**config.mk**
```make
export PLATFORM = sky130hd
export DESIGN_NAME = gradient_color_ramp
export DESIGN_NICKNAME = d
export VERILOG_FILES = /design/src/rtl/grc_pkg.sv /design/src/rtl/grc_ctrl.sv /design/src/rtl/grc_dp.sv /design/src/rtl/gradient_color_ramp.sv
export SDC_FILE = /design/constraint.sdc
export NUM_CORES = 2
export LEC_CHECK = 0
export BUFFER_PORTS_ARGS = -buffer_cell sky130_fd_sc_hd__buf_2
export CAP_MARGIN = 0
export CORE_UTILIZATION = 60
export CTS_CLUSTER_DIAMETER = 100
export CTS_CLUSTER_SIZE = 20
export DETAILED_ROUTE_END_ITERATION = 10
export PLACE_DENSITY = 0.77
export SYNTH_ARGS = -nofsm -noshare
export SYNTH_HDL_FRONTEND = slang
export SYNTH_SLANG_ARGS = --single-unit
```
**constraint.sdc**
```tcl
create_clock -name i_clk -period 13.1 [get_ports i_clk]
set_clock_uncertainty 0.1 [all_clocks]
set_input_delay 0.655 -clock i_clk [delete_from_list [all_inputs] [get_ports i_clk]]
set_output_delay 0.655 -clock i_clk [all_outputs]
set_load 0.01 [all_outputs]
```
**src/rtl/grc_pkg.sv**
```systemverilog
// ----------------------------------------------------------------------------
// grc_pkg
// Shared constants, codes and controller/datapath interface types for the
// gradient color ramp.
// ----------------------------------------------------------------------------
package grc_pkg;

    // table size and field widths
    localparam int MAX_STOPS = 16;
    localparam int POS_W     = 17;
    localparam int COLOR_W   = 32;
    localparam int CHAN_W    = 8;
    localparam int STATUS_W  = 2;
    localparam int LANES     = 4;
    localparam int ADDR_W    = $clog2(MAX_STOPS);
    localparam int CNT_W     = $clog2(MAX_STOPS + 1);

    // divider widths: numerator < 512 * span, divisor = 2 * span
    localparam int REM_W = POS_W + CHAN_W + 2;
    localparam int DIV_W = POS_W + 1;
    localparam int DSH_W = DIV_W + CHAN_W - 1;
    localparam int BIT_W = $clog2(CHAN_W);

    localparam logic [POS_W-1:0] ONE_Q16 = POS_W'(65536);

    // result status codes
    typedef enum logic [STATUS_W-1:0] {
        ST_COLOR   = 2'd0,
        ST_STORED  = 2'd1,
        ST_DROPPED = 2'd2
    } t_status;

    // table read address source
    typedef enum logic [1:0] {
        RA_IDX,
        RA_IDX_M1,
        RA_ZERO,
        RA_LAST
    } t_rd_addr;

    // index register update
    typedef enum logic [2:0] {
        IDX_HOLD,
        IDX_COUNT,
        IDX_ONE,
        IDX_DEC,
        IDX_INC
    } t_idx_op;

    // output register source
    typedef enum logic [2:0] {
        OS_STORED,
        OS_DROPPED,
        OS_EMPTY,
        OS_LO,
        OS_HI,
        OS_BLEND
    } t_out_sel;

    // controller -> datapath
    typedef struct packed {
        logic     load_in;
        logic     rd_en;
        t_rd_addr rd_sel;
        logic     wr_en;
        logic     wr_new;
        t_idx_op  idx_op;
        logic     cnt_inc;
        logic     save_lo;
        logic     save_hi;
        logic     div_start;
        logic     div_step;
        logic     out_load;
        t_out_sel out_sel;
    } t_cmd;

    // datapath -> controller
    typedef struct packed {
        logic mode;
        logic full;
        logic empty;
        logic slot_zero;
        logic rd_gt_pos;
        logic pos_le_first;
        logic pos_ge_last;
        logic scan_end;
        logic span_zero;
        logic div_last;
    } t_sts;

    // channel of a packed ARGB word; lane 0 red, 1 green, 2 blue, 3 alpha
    function automatic logic [CHAN_W-1:0] chan_of(input logic [COLOR_W-1:0] word,
                                                  input logic [1:0] lane);
        logic [CHAN_W-1:0] c;
        case (lane)
            2'd0:    c = word[23:16];
            2'd1:    c = word[15:8];
            2'd2:    c = word[7:0];
            default: c = word[31:24];
        endcase
        return c;
    endfunction

endpackage

```
**src/rtl/grc_ctrl.sv**
```systemverilog
// ----------------------------------------------------------------------------
// grc_ctrl
// Sequencer for the ramp: sorted insert, clamp checks, pair search, divider
// run and output register handshake.
// ----------------------------------------------------------------------------
module grc_ctrl (
    input  logic          i_clk,
    input  logic          i_rst_n,
    input  logic          i_in_valid,
    output logic          o_in_ready,
    output logic          o_out_valid,
    input  logic          i_out_ready,
    output grc_pkg::t_cmd o_cmd,
    input  grc_pkg::t_sts i_sts
);

    typedef enum logic [3:0] {
        S_IDLE,
        S_DISPATCH,
        S_ADD_CHK,
        S_ADD_CMP,
        S_FIRST,
        S_LAST,
        S_RD,
        S_SCAN,
        S_DIV_INIT,
        S_DIV,
        S_FIN
    } t_state;

    t_state            r_state, n_state;
    grc_pkg::t_out_sel r_out_sel, n_out_sel;
    logic              r_out_valid, n_out_valid;
    grc_pkg::t_cmd     w_cmd;

    // next state and commands
    always_comb begin
        n_state            = r_state;
        n_out_sel          = r_out_sel;
        w_cmd              = '0;
        w_cmd.rd_sel       = grc_pkg::RA_IDX;
        w_cmd.idx_op       = grc_pkg::IDX_HOLD;
        w_cmd.out_sel      = r_out_sel;

        unique case (r_state)
            S_IDLE: begin
                if (i_in_valid) begin
                    w_cmd.load_in = 1'b1;
                    n_state       = S_DISPATCH;
                end
            end
            S_DISPATCH: begin
                if (!i_sts.mode) begin
                    if (i_sts.full) begin
                        n_out_sel = grc_pkg::OS_DROPPED;
                        n_state   = S_FIN;
                    end else begin
                        w_cmd.idx_op = grc_pkg::IDX_COUNT;
                        n_state      = S_ADD_CHK;
                    end
                end else if (i_sts.empty) begin
                    n_out_sel = grc_pkg::OS_EMPTY;
                    n_state   = S_FIN;
                end else begin
                    w_cmd.rd_en  = 1'b1;
                    w_cmd.rd_sel = grc_pkg::RA_ZERO;
                    n_state      = S_FIRST;
                end
            end
            // insertion: walk down from the end, shifting larger offsets up
            S_ADD_CHK: begin
                if (i_sts.slot_zero) begin
                    w_cmd.wr_en   = 1'b1;
                    w_cmd.wr_new  = 1'b1;
                    w_cmd.cnt_inc = 1'b1;
                    n_out_sel     = grc_pkg::OS_STORED;
                    n_state       = S_FIN;
                end else begin
                    w_cmd.rd_en  = 1'b1;
                    w_cmd.rd_sel = grc_pkg::RA_IDX_M1;
                    n_state      = S_ADD_CMP;
                end
            end
            S_ADD_CMP: begin
                w_cmd.wr_en = 1'b1;
                if (i_sts.rd_gt_pos) begin
                    w_cmd.idx_op = grc_pkg::IDX_DEC;
                    n_state      = S_ADD_CHK;
                end else begin
                    w_cmd.wr_new  = 1'b1;
                    w_cmd.cnt_inc = 1'b1;
                    n_out_sel     = grc_pkg::OS_STORED;
                    n_state       = S_FIN;
                end
            end
            // clamp below the first stop
            S_FIRST: begin
                w_cmd.save_lo = 1'b1;
                if (i_sts.pos_le_first) begin
                    n_out_sel = grc_pkg::OS_LO;
                    n_state   = S_FIN;
                end else begin
                    w_cmd.rd_en  = 1'b1;
                    w_cmd.rd_sel = grc_pkg::RA_LAST;
                    n_state      = S_LAST;
                end
            end
            // clamp above the last stop
            S_LAST: begin
                w_cmd.save_hi = 1'b1;
                if (i_sts.pos_ge_last) begin
                    n_out_sel = grc_pkg::OS_HI;
                    n_state   = S_FIN;
                end else begin
                    w_cmd.idx_op = grc_pkg::IDX_ONE;
                    n_state      = S_RD;
                end
            end
            // pair search: each stop is read in S_RD, then compared in S_SCAN
            S_RD: begin
                w_cmd.rd_en  = 1'b1;
                w_cmd.rd_sel = grc_pkg::RA_IDX;
                n_state      = S_SCAN;
            end
            S_SCAN: begin
                w_cmd.save_hi = 1'b1;
                if (i_sts.scan_end) begin
                    n_state = S_DIV_INIT;
                end else begin
                    w_cmd.save_lo = 1'b1;
                    w_cmd.idx_op  = grc_pkg::IDX_INC;
                    n_state       = S_RD;
                end
            end
            S_DIV_INIT: begin
                if (i_sts.span_zero) begin
                    n_out_sel = grc_pkg::OS_LO;
                    n_state   = S_FIN;
                end else begin
                    w_cmd.div_start = 1'b1;
                    n_state         = S_DIV;
                end
            end
            S_DIV: begin
                w_cmd.div_step = 1'b1;
                if (i_sts.div_last) begin
                    n_out_sel = grc_pkg::OS_BLEND;
                    n_state   = S_FIN;
                end
            end
            S_FIN: begin
                if (!r_out_valid || i_out_ready) begin
                    w_cmd.out_load = 1'b1;
                    n_state        = S_IDLE;
                end
            end
            default: n_state = S_IDLE;
        endcase

        // output register occupancy
        if (w_cmd.out_load) begin
            n_out_valid = 1'b1;
        end else if (i_out_ready) begin
            n_out_valid = 1'b0;
        end else begin
            n_out_valid = r_out_valid;
        end
    end

    // state and registered outputs
    always_ff @(posedge i_clk) begin
        if (!i_rst_n) begin
            r_state     <= S_IDLE;
            r_out_sel   <= grc_pkg::OS_EMPTY;
            r_out_valid <= 1'b0;
        end else begin
            r_state     <= n_state;
            r_out_sel   <= n_out_sel;
            r_out_valid <= n_out_valid;
        end
    end

    assign o_in_ready  = (r_state == S_IDLE);
    assign o_out_valid = r_out_valid;
    assign o_cmd       = w_cmd;

endmodule

```
**src/rtl/grc_dp.sv**
```systemverilog
// ----------------------------------------------------------------------------
// grc_dp
// Datapath: stop table memory, index and count registers, compares, four
// restoring divider lanes and the result register.
// ----------------------------------------------------------------------------
module grc_dp (
    input  logic                                i_clk,
    input  logic                                i_rst_n,
    input  grc_pkg::t_cmd                       i_cmd,
    output grc_pkg::t_sts                       o_sts,
    input  logic                                i_in_mode,
    input  logic [grc_pkg::POS_W-1:0]           i_in_pos,
    input  logic [grc_pkg::COLOR_W-1:0]         i_in_word,
    output logic [grc_pkg::CHAN_W-1:0]          o_red,
    output logic [grc_pkg::CHAN_W-1:0]          o_green,
    output logic [grc_pkg::CHAN_W-1:0]          o_blue,
    output logic [grc_pkg::CHAN_W-1:0]          o_alpha,
    output logic [grc_pkg::STATUS_W-1:0]        o_status
);

    // input word
    logic                          r_mode;
    logic [grc_pkg::POS_W-1:0]     r_pos;
    logic [grc_pkg::COLOR_W-1:0]   r_word;

    // table state
    logic [grc_pkg::POS_W-1:0]     mem_off [grc_pkg::MAX_STOPS];
    logic [grc_pkg::COLOR_W-1:0]   mem_col [grc_pkg::MAX_STOPS];
    logic [grc_pkg::POS_W-1:0]     r_rd_off;
    logic [grc_pkg::COLOR_W-1:0]   r_rd_col;
    logic [grc_pkg::CNT_W-1:0]     r_count;
    logic [grc_pkg::CNT_W-1:0]     r_idx;

    // enclosing pair
    logic [grc_pkg::POS_W-1:0]     r_o0, r_o1;
    logic [grc_pkg::COLOR_W-1:0]   r_c0, r_c1;

    // divider
    logic [grc_pkg::REM_W-1:0]     r_rem [grc_pkg::LANES];
    logic [grc_pkg::CHAN_W-1:0]    r_q   [grc_pkg::LANES];
    logic [grc_pkg::DSH_W-1:0]     r_dsh;
    logic [grc_pkg::BIT_W-1:0]     r_bit;

    // result
    logic [grc_pkg::CHAN_W-1:0]    r_red, r_green, r_blue, r_alpha;
    logic [grc_pkg::STATUS_W-1:0]  r_status;

    logic [grc_pkg::CNT_W-1:0]     w_idx_m1, w_cnt_m1, w_idx_p1;
    logic [grc_pkg::ADDR_W-1:0]    w_raddr;
    logic [grc_pkg::POS_W-1:0]     w_d, w_span, w_nd;
    logic [grc_pkg::REM_W-1:0]     w_num [grc_pkg::LANES];
    logic [grc_pkg::REM_W-1:0]     w_dsh_ext;

    assign w_idx_m1  = r_idx - grc_pkg::CNT_W'(1);
    assign w_idx_p1  = r_idx + grc_pkg::CNT_W'(1);
    assign w_cnt_m1  = r_count - grc_pkg::CNT_W'(1);
    assign w_d       = r_pos - r_o0;
    assign w_span    = r_o1 - r_o0;
    assign w_nd      = w_span - w_d;
    assign w_dsh_ext = grc_pkg::REM_W'(r_dsh);

    // read address select
    always_comb begin
        case (i_cmd.rd_sel)
            grc_pkg::RA_IDX:    w_raddr = r_idx[grc_pkg::ADDR_W-1:0];
            grc_pkg::RA_IDX_M1: w_raddr = w_idx_m1[grc_pkg::ADDR_W-1:0];
            grc_pkg::RA_ZERO:   w_raddr = '0;
            default:            w_raddr = w_cnt_m1[grc_pkg::ADDR_W-1:0];
        endcase
    end

    // numerator per lane: 2*(c0*(n-d) + c1*d) + n
    for (genvar g = 0; g < grc_pkg::LANES; g++) begin : g_num
        localparam logic [1:0] LANE = 2'(g);
        assign w_num[g] = ((grc_pkg::REM_W'(grc_pkg::chan_of(r_c0, LANE))
                            * grc_pkg::REM_W'(w_nd)
                          + grc_pkg::REM_W'(grc_pkg::chan_of(r_c1, LANE))
                            * grc_pkg::REM_W'(w_d)) << 1)
                        + grc_pkg::REM_W'(w_span);
    end

    // status to controller
    always_comb begin
        o_sts.mode         = r_mode;
        o_sts.full         = (r_count == grc_pkg::CNT_W'(grc_pkg::MAX_STOPS));
        o_sts.empty        = (r_count == '0);
        o_sts.slot_zero    = (r_idx == '0);
        o_sts.rd_gt_pos    = (r_rd_off > r_pos);
        o_sts.pos_le_first = (r_pos <= r_rd_off);
        o_sts.pos_ge_last  = (r_pos >= grc_pkg::ONE_Q16) || (r_pos >= r_rd_off);
        o_sts.scan_end     = (w_idx_p1 == r_count) || (r_pos < r_rd_off);
        o_sts.span_zero    = (r_o1 == r_o0);
        o_sts.div_last     = (r_bit == '0);
    end

    // stop count
    always_ff @(posedge i_clk) begin
        if (!i_rst_n) begin
            r_count <= '0;
        end else if (i_cmd.cnt_inc) begin
            r_count <= r_count + grc_pkg::CNT_W'(1);
        end
    end

    // stop table: one write, one registered read
    always_ff @(posedge i_clk) begin
        if (i_cmd.wr_en) begin
            if (i_cmd.wr_new) begin
                mem_off[r_idx[grc_pkg::ADDR_W-1:0]] <= r_pos;
                mem_col[r_idx[grc_pkg::ADDR_W-1:0]] <= r_word;
            end else begin
                mem_off[r_idx[grc_pkg::ADDR_W-1:0]] <= r_rd_off;
                mem_col[r_idx[grc_pkg::ADDR_W-1:0]] <= r_rd_col;
            end
        end
        if (i_cmd.rd_en) begin
            r_rd_off <= mem_off[w_raddr];
            r_rd_col <= mem_col[w_raddr];
        end
    end

    // input capture, index and pair registers
    always_ff @(posedge i_clk) begin
        if (i_cmd.load_in) begin
            r_mode <= i_in_mode;
            r_pos  <= i_in_pos;
            r_word <= i_in_word;
        end
        case (i_cmd.idx_op)
            grc_pkg::IDX_COUNT: r_idx <= r_count;
            grc_pkg::IDX_ONE:   r_idx <= grc_pkg::CNT_W'(1);
            grc_pkg::IDX_DEC:   r_idx <= w_idx_m1;
            grc_pkg::IDX_INC:   r_idx <= w_idx_p1;
            default:            r_idx <= r_idx;
        endcase
        if (i_cmd.save_lo) begin
            r_o0 <= r_rd_off;
            r_c0 <= r_rd_col;
        end
        if (i_cmd.save_hi) begin
            r_o1 <= r_rd_off;
            r_c1 <= r_rd_col;
        end
    end

    // restoring division, one quotient bit per cycle in every lane
    always_ff @(posedge i_clk) begin
        if (i_cmd.div_start) begin
            r_dsh <= grc_pkg::DSH_W'({w_span, 1'b0}) << (grc_pkg::CHAN_W - 1);
            r_bit <= grc_pkg::BIT_W'(grc_pkg::CHAN_W - 1);
        end else if (i_cmd.div_step) begin
            r_dsh <= r_dsh >> 1;
            r_bit <= r_bit - grc_pkg::BIT_W'(1);
        end
        for (int l = 0; l < grc_pkg::LANES; l++) begin
            if (i_cmd.div_start) begin
                r_rem[l] <= w_num[l];
                r_q[l]   <= '0;
            end else if (i_cmd.div_step) begin
                if (r_rem[l] >= w_dsh_ext) begin
                    r_rem[l] <= r_rem[l] - w_dsh_ext;
                    r_q[l]   <= {r_q[l][grc_pkg::CHAN_W-2:0], 1'b1};
                end else begin
                    r_q[l]   <= {r_q[l][grc_pkg::CHAN_W-2:0], 1'b0};
                end
            end
        end
    end

    // result register
    always_ff @(posedge i_clk) begin
        if (i_cmd.out_load) begin
            case (i_cmd.out_sel)
                grc_pkg::OS_LO: begin
                    r_red    <= grc_pkg::chan_of(r_c0, 2'd0);
                    r_green  <= grc_pkg::chan_of(r_c0, 2'd1);
                    r_blue   <= grc_pkg::chan_of(r_c0, 2'd2);
                    r_alpha  <= grc_pkg::chan_of(r_c0, 2'd3);
                    r_status <= grc_pkg::ST_COLOR;
                end
                grc_pkg::OS_HI: begin
                    r_red    <= grc_pkg::chan_of(r_c1, 2'd0);
                    r_green  <= grc_pkg::chan_of(r_c1, 2'd1);
                    r_blue   <= grc_pkg::chan_of(r_c1, 2'd2);
                    r_alpha  <= grc_pkg::chan_of(r_c1, 2'd3);
                    r_status <= grc_pkg::ST_COLOR;
                end
                grc_pkg::OS_BLEND: begin
                    r_red    <= r_q[0];
                    r_green  <= r_q[1];
                    r_blue   <= r_q[2];
                    r_alpha  <= r_q[3];
                    r_status <= grc_pkg::ST_COLOR;
                end
                grc_pkg::OS_STORED: begin
                    r_red    <= '0;
                    r_green  <= '0;
                    r_blue   <= '0;
                    r_alpha  <= '0;
                    r_status <= grc_pkg::ST_STORED;
                end
                grc_pkg::OS_DROPPED: begin
                    r_red    <= '0;
                    r_green  <= '0;
                    r_blue   <= '0;
                    r_alpha  <= '0;
                    r_status <= grc_pkg::ST_DROPPED;
                end
                default: begin
                    r_red    <= '0;
                    r_green  <= '0;
                    r_blue   <= '0;
                    r_alpha  <= '0;
                    r_status <= grc_pkg::ST_COLOR;
                end
            endcase
        end
    end

    assign o_red    = r_red;
    assign o_green  = r_green;
    assign o_blue   = r_blue;
    assign o_alpha  = r_alpha;
    assign o_status = r_status;

endmodule

```
**src/rtl/gradient_color_ramp.sv**
```systemverilog
// ----------------------------------------------------------------------------
// gradient_color_ramp
// Color stop table with sorted insert and linear interpolation sampling.
// ----------------------------------------------------------------------------
// Input stream: tuser selects the word kind (0 add a stop, 1 sample), tdata
// carries the Q1.16 position/offset and, for adds, the ARGB stop color.
// Output stream: one word per input word; tdata holds R, G, B, A, tuser the
// status (color valid, stop stored, stop dropped because the table is full).
// One word is in work at a time; tready drops from acceptance until the
// result is placed in the output register.
// Work per word: a dropped add goes straight to the output register; a stored
// add shifts each larger stop up one place, then writes the new stop; a
// sample on an empty table yields zero color; a sample at or below the first
// stop, or at or above the last stop or 1.0, takes that stop's color; any other
// sample searches for the enclosing pair, then runs the quotient loop.
// The stop table read is registered, so each stop visited takes a read state
// and a compare state, and the quotient loop yields one bit per step.
// The output register decouples the sides: a stalled receiver holds the
// result stable, the next input word is still accepted and worked, and its
// result waits until the register frees up.
// Synchronous reset empties the table and drops any pending result; no
// clearing sweep is needed.
// ----------------------------------------------------------------------------
module gradient_color_ramp (
    input  logic        i_clk,
    input  logic        i_rst_n,
    input  logic        i_s_axis_tvalid,
    output logic        o_s_axis_tready,
    input  logic [55:0] i_s_axis_tdata,   // position[16:0], color_word[48:17], pad
    input  logic        i_s_axis_tuser,   // mode[0]
    output logic        o_m_axis_tvalid,
    input  logic        i_m_axis_tready,
    output logic [31:0] o_m_axis_tdata,   // red[7:0], green[15:8], blue[23:16], alpha[31:24]
    output logic [1:0]  o_m_axis_tuser    // status[1:0]
);

    grc_pkg::t_cmd                  w_cmd;
    grc_pkg::t_sts                  w_sts;
    logic [grc_pkg::CHAN_W-1:0]     w_red, w_green, w_blue, w_alpha;
    logic [grc_pkg::STATUS_W-1:0]   w_status;

    // sequencer
    grc_ctrl u_ctrl (
        .i_clk       (i_clk),
        .i_rst_n     (i_rst_n),
        .i_in_valid  (i_s_axis_tvalid),
        .o_in_ready  (o_s_axis_tready),
        .o_out_valid (o_m_axis_tvalid),
        .i_out_ready (i_m_axis_tready),
        .o_cmd       (w_cmd),
        .i_sts       (w_sts)
    );

    // datapath
    grc_dp u_dp (
        .i_clk     (i_clk),
        .i_rst_n   (i_rst_n),
        .i_cmd     (w_cmd),
        .o_sts     (w_sts),
        .i_in_mode (i_s_axis_tuser),
        .i_in_pos  (i_s_axis_tdata[16:0]),
        .i_in_word (i_s_axis_tdata[48:17]),
        .o_red     (w_red),
        .o_green   (w_green),
        .o_blue    (w_blue),
        .o_alpha   (w_alpha),
        .o_status  (w_status)
    );

    assign o_m_axis_tdata = {w_alpha, w_blue, w_green, w_red};
    assign o_m_axis_tuser = w_status;

endmodule

```
# After elaboration in Yosys (flattened, before gate mapping)
# Memories as Yosys holds them, arrays and structs flattened. A register that Yosys moved wholly into a read port is not among the register bits.
# Cells that the tools add are included.
[totals]
regBits = 228
mem_bits_rw = 924
input_bits = 61
out_inout_bits = 36
wordCells = 239
memories = 4
[classes]
n_addsub = 20
n_mul = 8
order_cmp = 9
n_eq_ne = 33
n_mux = 114
n_bitwise = 14
reduce_logical = 17
[memory_table]
columns = ["name", "words", "word_bits", "rd", "rd_clocked_by_memory_dff", "wr", "line_no", "text"]
rows = [
  ["u_dp.mem_col", 16, 32, 1, 1, 1, "grc_dp.sv:28", "logic [grc_pkg::COLOR_W-1:0] mem_col [grc_pkg::MAX_STOPS];"],
  ["u_dp.mem_off", 16, 17, 1, 1, 1, "grc_dp.sv:27", "logic [grc_pkg::POS_W-1:0] mem_off [grc_pkg::MAX_STOPS];"],
  ["u_dp.r_rem", 4, 27, 4, 0, 4, "grc_dp.sv:39", "logic [grc_pkg::REM_W-1:0] r_rem [grc_pkg::LANES];"],
  ["u_dp.r_q", 4, 8, 4, 0, 4, "grc_dp.sv:40", "logic [grc_pkg::CHAN_W-1:0] r_q [grc_pkg::LANES];"],
]
[ops]
columns = ["op", "count"]
rows = [
  ["$mul A8 B17 Y25", 8],
  ["$add A27 B17 Y27", 4],
  ["$ge A27 B25 Y1", 4],
  ["$mux W27", 4],
  ["$sub A27 B25 Y27", 4],
  ["$add A25 B25 Y26", 4],
  ["$pmux W8 S3", 4],
  ["$mux W8", 8],
  ["$mux W1", 54],
  ["$sub A17 B17 Y17", 3],
  ["$mux W25", 2],
  ["$mux W3", 15],
  ["$mux W4", 11],
  ["$pmux W4 S11", 1],
  ["$mux W32", 1],
  ["$pmux W3 S4", 2],
  ["$pmux W3 S7", 1],
  ["$pmux W5 S4", 1],
  ["$eq A17 B17 Y1", 1],
  ["$ge A17 B17 Y1", 1],
  ["$ge A17 B17 Y1 const B", 1],
  ["$gt A17 B17 Y1", 1],
  ["$le A17 B17 Y1", 1],
  ["$lt A17 B17 Y1", 1],
  ["other kinds (37)", 78],
]

# Depth between registers and ports, before layout
# An unclocked memory read counts as a cell.
[logic_depth]
depth_word = 8
depth_mapped = 46
ltp_nobuf = 44

# Modules after synthesis
# Synthesis repeated with hierarchy kept, for this count alone.
[unflattened]
hier_cells = 8744
hier_area_um2 = 93054.2
[modules_own_cells]
columns = ["mod", "n_inst", "cells_per_inst", "area_each_um2", "seq_area_each_um2"]
rows = [
  ["grc_dp", 1, 8620, 92190.9, 35664.2],
  ["grc_ctrl", 1, 124, 863.3, 160.2],
]

# Worst setup path after synthesis
# Ideal clock, no wire load.
[synth_timing]
path_type = "reg2reg"
from = "reg u_dp.r_pos[0] in the netlist's numbering"
to = "mem u_dp.r_rem[1][25] in the netlist's numbering, data pin"
setup_time_ps = 268
arrival_time_ps = 9820
t_required_ps = 12732
path_slack_ps = 2911
path_stages_with_launch = 42
n_path_buf = 2
period_less_slack_ps = 10189
path_cell_list = "edfxtp_1 inv_1 ha_1 fa_1 nor2b_1 o21ai_1 a21oi_2 o21a_1 nor2_1 xnor2_1 clkbuf_1 inv_1 ha_1 nand2_1 o21ai_0 o41ai_4 o311ai_2 a2111oi_2 [... 6 more ...] inv_1 fa_1 fa_1 inv_1 fa_1 inv_1 ha_1 a21o_1 a21o_1 a2111oi_0 o211ai_1 a2111oi_0 nor3_1 nor2b_1 nand4_1 nor3b_1 xor2_1 o21ai_0"
[synth_rtl]
columns = ["element", "line_no", "text"]
rows = [
  ["start: declaration", "grc_dp.sv:23", "logic [grc_pkg::POS_W-1:0] r_pos;"],
  ["start signal: assignment", "grc_dp.sv:126", "r_pos <= i_in_pos;"],
  ["end: declaration", "grc_dp.sv:39", ""],
]

==> impl_metrics.csv <==
group,metric,value,unit
setup_path,crit_slowest_cell,"o311ai_0",
clock_network,htreeDepth,3,
setup_path,crit_path_start_kind,"register",
drt,drt_iter0_drc,5885,
setup_path,crit_top_cell,"fa_1",
global_routing,grt_pass1_vias,67000,
drt,dr_total_vias,65900,
final_layout,final_area,102000,µm²
setup_path,crit_start,"u_dp.r_o1[0]",
clock_network,numCtsBuffers,74,
die,start_util,60.5,%
timing,tightest_slew,1.38,ns
logic_synthesis,yosys_warnings,0,
logic_synthesis,synth-seq-cells,1201,
final_layout,syn2layout_area_growth,5.94,%
logic_synthesis,synthTopCellsByArea,"edfxtp_1 (37%), fa_1 (19%), mux2i_1 (8.0%)",
setup_path,max_stage_delay,1.10,ns
setup_path,reg2reg_depth,37,
die,die_y,402,µm
die,die_area,162000,µm²
logic_synthesis,synth-xor-area-share,2.86,%
hold_path,hold_path_depth,1,
clock_network,cts-root-buf,"clkbuf_16",
drt,routed_via_density,6.14,
setup_path,path_max_fanout,15,
timing,finalHoldViolations,0,
logic_synthesis,yosys.area.top_type,"edfxtp_1",
setup_path,cp-end-kind,"register",
die,io_pins,97,
clock_network,cts_tree,"yes",
die,dieWidth,402,µm
job,maxCapViolations,0,
logic_synthesis,synth_edf_count,1177,
place,dp_hpwl,178000,µm
timing,slew_headroom,7.17,%
global_routing,overflow,0,
drt,drc_errors,0,
drt,wirelength,253000,µm
logic_synthesis,syn_area,96000,µm²
timing,slew_violations,0,
timing,rsz0062_at_grt,"false",
logic_synthesis,avgSynthCellArea,11.1,µm²
drt,wire_per_inst,23.5,µm
die,rows,146,
logic_synthesis,synth_compound_area_share,7.43,%
clock_network,cts.sinks,1201,
place,routabilityCongestion,0.975,
final_layout,nNetsFinal,10100,
drt,ant_nets,0,
setup_path,regToRegStartpoint,"u_dp.r_o1[0]",
timing,period_minus_slack,12.38,ns
logic_synthesis,synth_fa_ha_area_share,25.7,%
clock_network,clockBufferDepth,3,
logic_synthesis,ys_types,107,
timing,fin_setup_tns,0,ns
timing,final.period_utilization,94.5,%
logic_synthesis,synth_top_area_share,36.8,%
logic_synthesis,yosysSeqAreaShare,37.3,%
hold_path,min_from,"i_s_axis_tdata[25]",
die,core,159000,µm²
logic_synthesis,synth_top_family_by_area,"adder cells",
final_layout,drive_gt1_share,6.16,%
run_status,outcome,"finished, final reports clean",
global_routing,grt_first_pass_wirelength,389000,µm
setup_path,cp.arrival,12.75,ns
drt,dr.pass1.iters,6,
global_routing,grt_usage,31.6,%
hold_path,hold_path.class,"input pin to register",
place,numPortBuffers,89,
clock_network,cts.clk_slew.worst_paths,0.09,ns
logic_synthesis,syn_inst,8680,
logic_synthesis,synthFlopType,"edfxtp_1",
logic_synthesis,synth_mux_area_share,8.32,%
final_layout,nFillCells,12100,
global_routing,grt_max_degree,133,
setup_path,required,13.47,ns
logic_synthesis,synth.net_count,10200,
clock_network,clk_latency,0.74,ns
timing,max_freq,0.0808,GHz
global_routing,antenna_found_initial,8,
timing,setup_viol,0,
setup_path,worstSetupPathType,"register to register",
logic_synthesis,async_flop_share,0,%
logic_synthesis,yosys.area_share.simple,11.9,%
place,placed_cell_area,99200,µm²
-- synth_stat cells (10+ instances only) --
cell,instances
ha_1,522
a211o_1,14
buf_1,13
a22o_1,69
mux2_2,10
dfxtp_1,24
mux2_1,14
clkbuf_1,328
nand2_1,907
edfxtp_1,1177
xor2_1,97
o21bai_1,17
and2_1,420
or3_1,29
nor3_1,82
o21a_1,57
a211oi_1,24
a21o_1,119
and3_1,74
nand4b_1,21
inv_1,1163
xnor2_1,215
buf_2,85
a21oi_1,257
mux2i_1,771
fa_1,903
nand4_1,74
o21ai_0,214
nand3_1,105
a21boi_0,12
nand3b_1,13
o31ai_1,16
o211ai_1,41
nand2b_1,96
a31oi_1,30
nor2b_1,121
a31o_2,11
o32ai_1,28
or2_2,18
o22ai_1,11
nor2_1,246
or4b_1,10
or4b_2,18
-- layer usage --
metal | wire length (µm) | GRT usage, % | up-vias | share of wire [%]
met2 | 117000 | 50.9 | 3050 | 46
met3 | 22900 | 5.04 | 678 | 9.0
li1 | - | - | 29200 | -
met4 | 13800 | 15.3 | 0 | 5.5
met5 | 0 | 0 | - | 0
met1 | 98600 | 41.9 | 32900 | 39
-- path summary, 6_finish.rpt --
path                       endpoint  slack [ns]
setup / recovery  u_dp.r_rem[1][25]        0.72
setup reg to reg  u_dp.r_rem[1][25]        0.72
hold / removal       u_dp.r_word[8]        0.02
hold reg to reg       u_dp.r_dsh[1]        0.37
-- flip-flops by register name, indices dropped and copies added (netlist names), 17 cells and up --
signal / flops
u_dp.r_o0: 17
u_dp.r_q: 32
u_dp.r_rem: 108
u_dp.r_o1: 17
u_dp.r_pos: 17
u_dp.r_c1: 32
u_dp.r_c0: 32
u_dp.r_dsh: 25
u_dp.r_word: 32
u_dp.mem_col: 512
u_dp.r_rd_col: 32
u_dp.mem_off: 272
u_dp.r_rd_off: 17
-- through the flow --
stage / hold WS (ns) / std cells / utilization (%) / setup slack, ns
2_1_floorplan: 0.343 / 8680 / - / 2.91
3_3_place_gp: 0.351 / 10600 / 62.6 / 1.25
3_5_place_dp: 0.362 / 10600 / 62.6 / 0.950
4_1_cts: 0.000148 / 10700 / 64.1 / 0.840
5_1_grt: 0.0130 / 10700 / 64.1 / 0.0495
6_report: 0.0244 / 10700 / 64.1 / 0.716
-- cell families after synthesis --
family | Yosys count
AOI/OAI and AO/OA | 1052
xor gates and xnor gates | 313
adders and majority gates | 1434
buffers and inverters | 1600
DFF | 1201
muxes | 795
and+or+nand+nor | 2285
-- repair_timing --
action                     in CTS  in global routing
buffers inserted                0                  0
gates resized for setup         0                  0
setup endpoints to repair       0                  0
hold buffers                   35                  0
hold endpoints to repair       35                  0
-- placed cells by master (no fill, tap or decap), types with 17 or more instances in the layout --
cell type         n
or4b_2           18
a211oi_1         24
nand3_1         105
and2_1          419
buf_2            89
xnor2_1         197
fa_1            903
clkbuf_16        74
a21o_1          119
or2_2            18
nand4_1          74
a21oi_1         253
mux2i_1         770
buf_4           181
o21bai_1         17
o211ai_1         41
o21ai_0         214
xnor2_2          18
a22o_1           69
nand4b_1         21
edfxtp_1       1177
nor2b_1         117
o32ai_1          28
nand2_1         905
dlygate4sd3_1    35
o21a_1           57
dfxtp_1          24
clkbuf_1         17
nand2b_1         95
nor3_1           81
xor2_1           90
inv_1          1162
nor2_1          230
and3_1           70
a31oi_1          29
or3_1            29
ha_1            520
-- worst max-delay path: cells and delay by family, from the launching register on --
kind / cells / cell delay [ns]
xor gates and xnor gates: 3 / 1.49
buffers and inverters: 5 / 0.30
DFF: 1 / 0.47
AOI/OAI and AO/OA: 11 / 3.73
adders and majority gates: 10 / 4.51
and+or+nand+nor: 8 / 1.47
-- final cells by class --
class | count | area (µm²) | area share (%)
clock buffers | 92 | 1930 | 1.90
well taps | 2072 | 2590 | 2.55
repair buffers | 308 | 2210 | 2.18
multi-input cells | 5879 | 54500 | 53.6
inverters | 1167 | 4380 | 4.31
diodes | 2 | 5.00 | 0.00492
flip-flops and latches | 1201 | 35800 | 35.2
clock inverters | 15 | 231 | 0.228
Power is not shown: default switching activity piles up to over one toggle a cycle in this logic, so the estimate is an artifact.
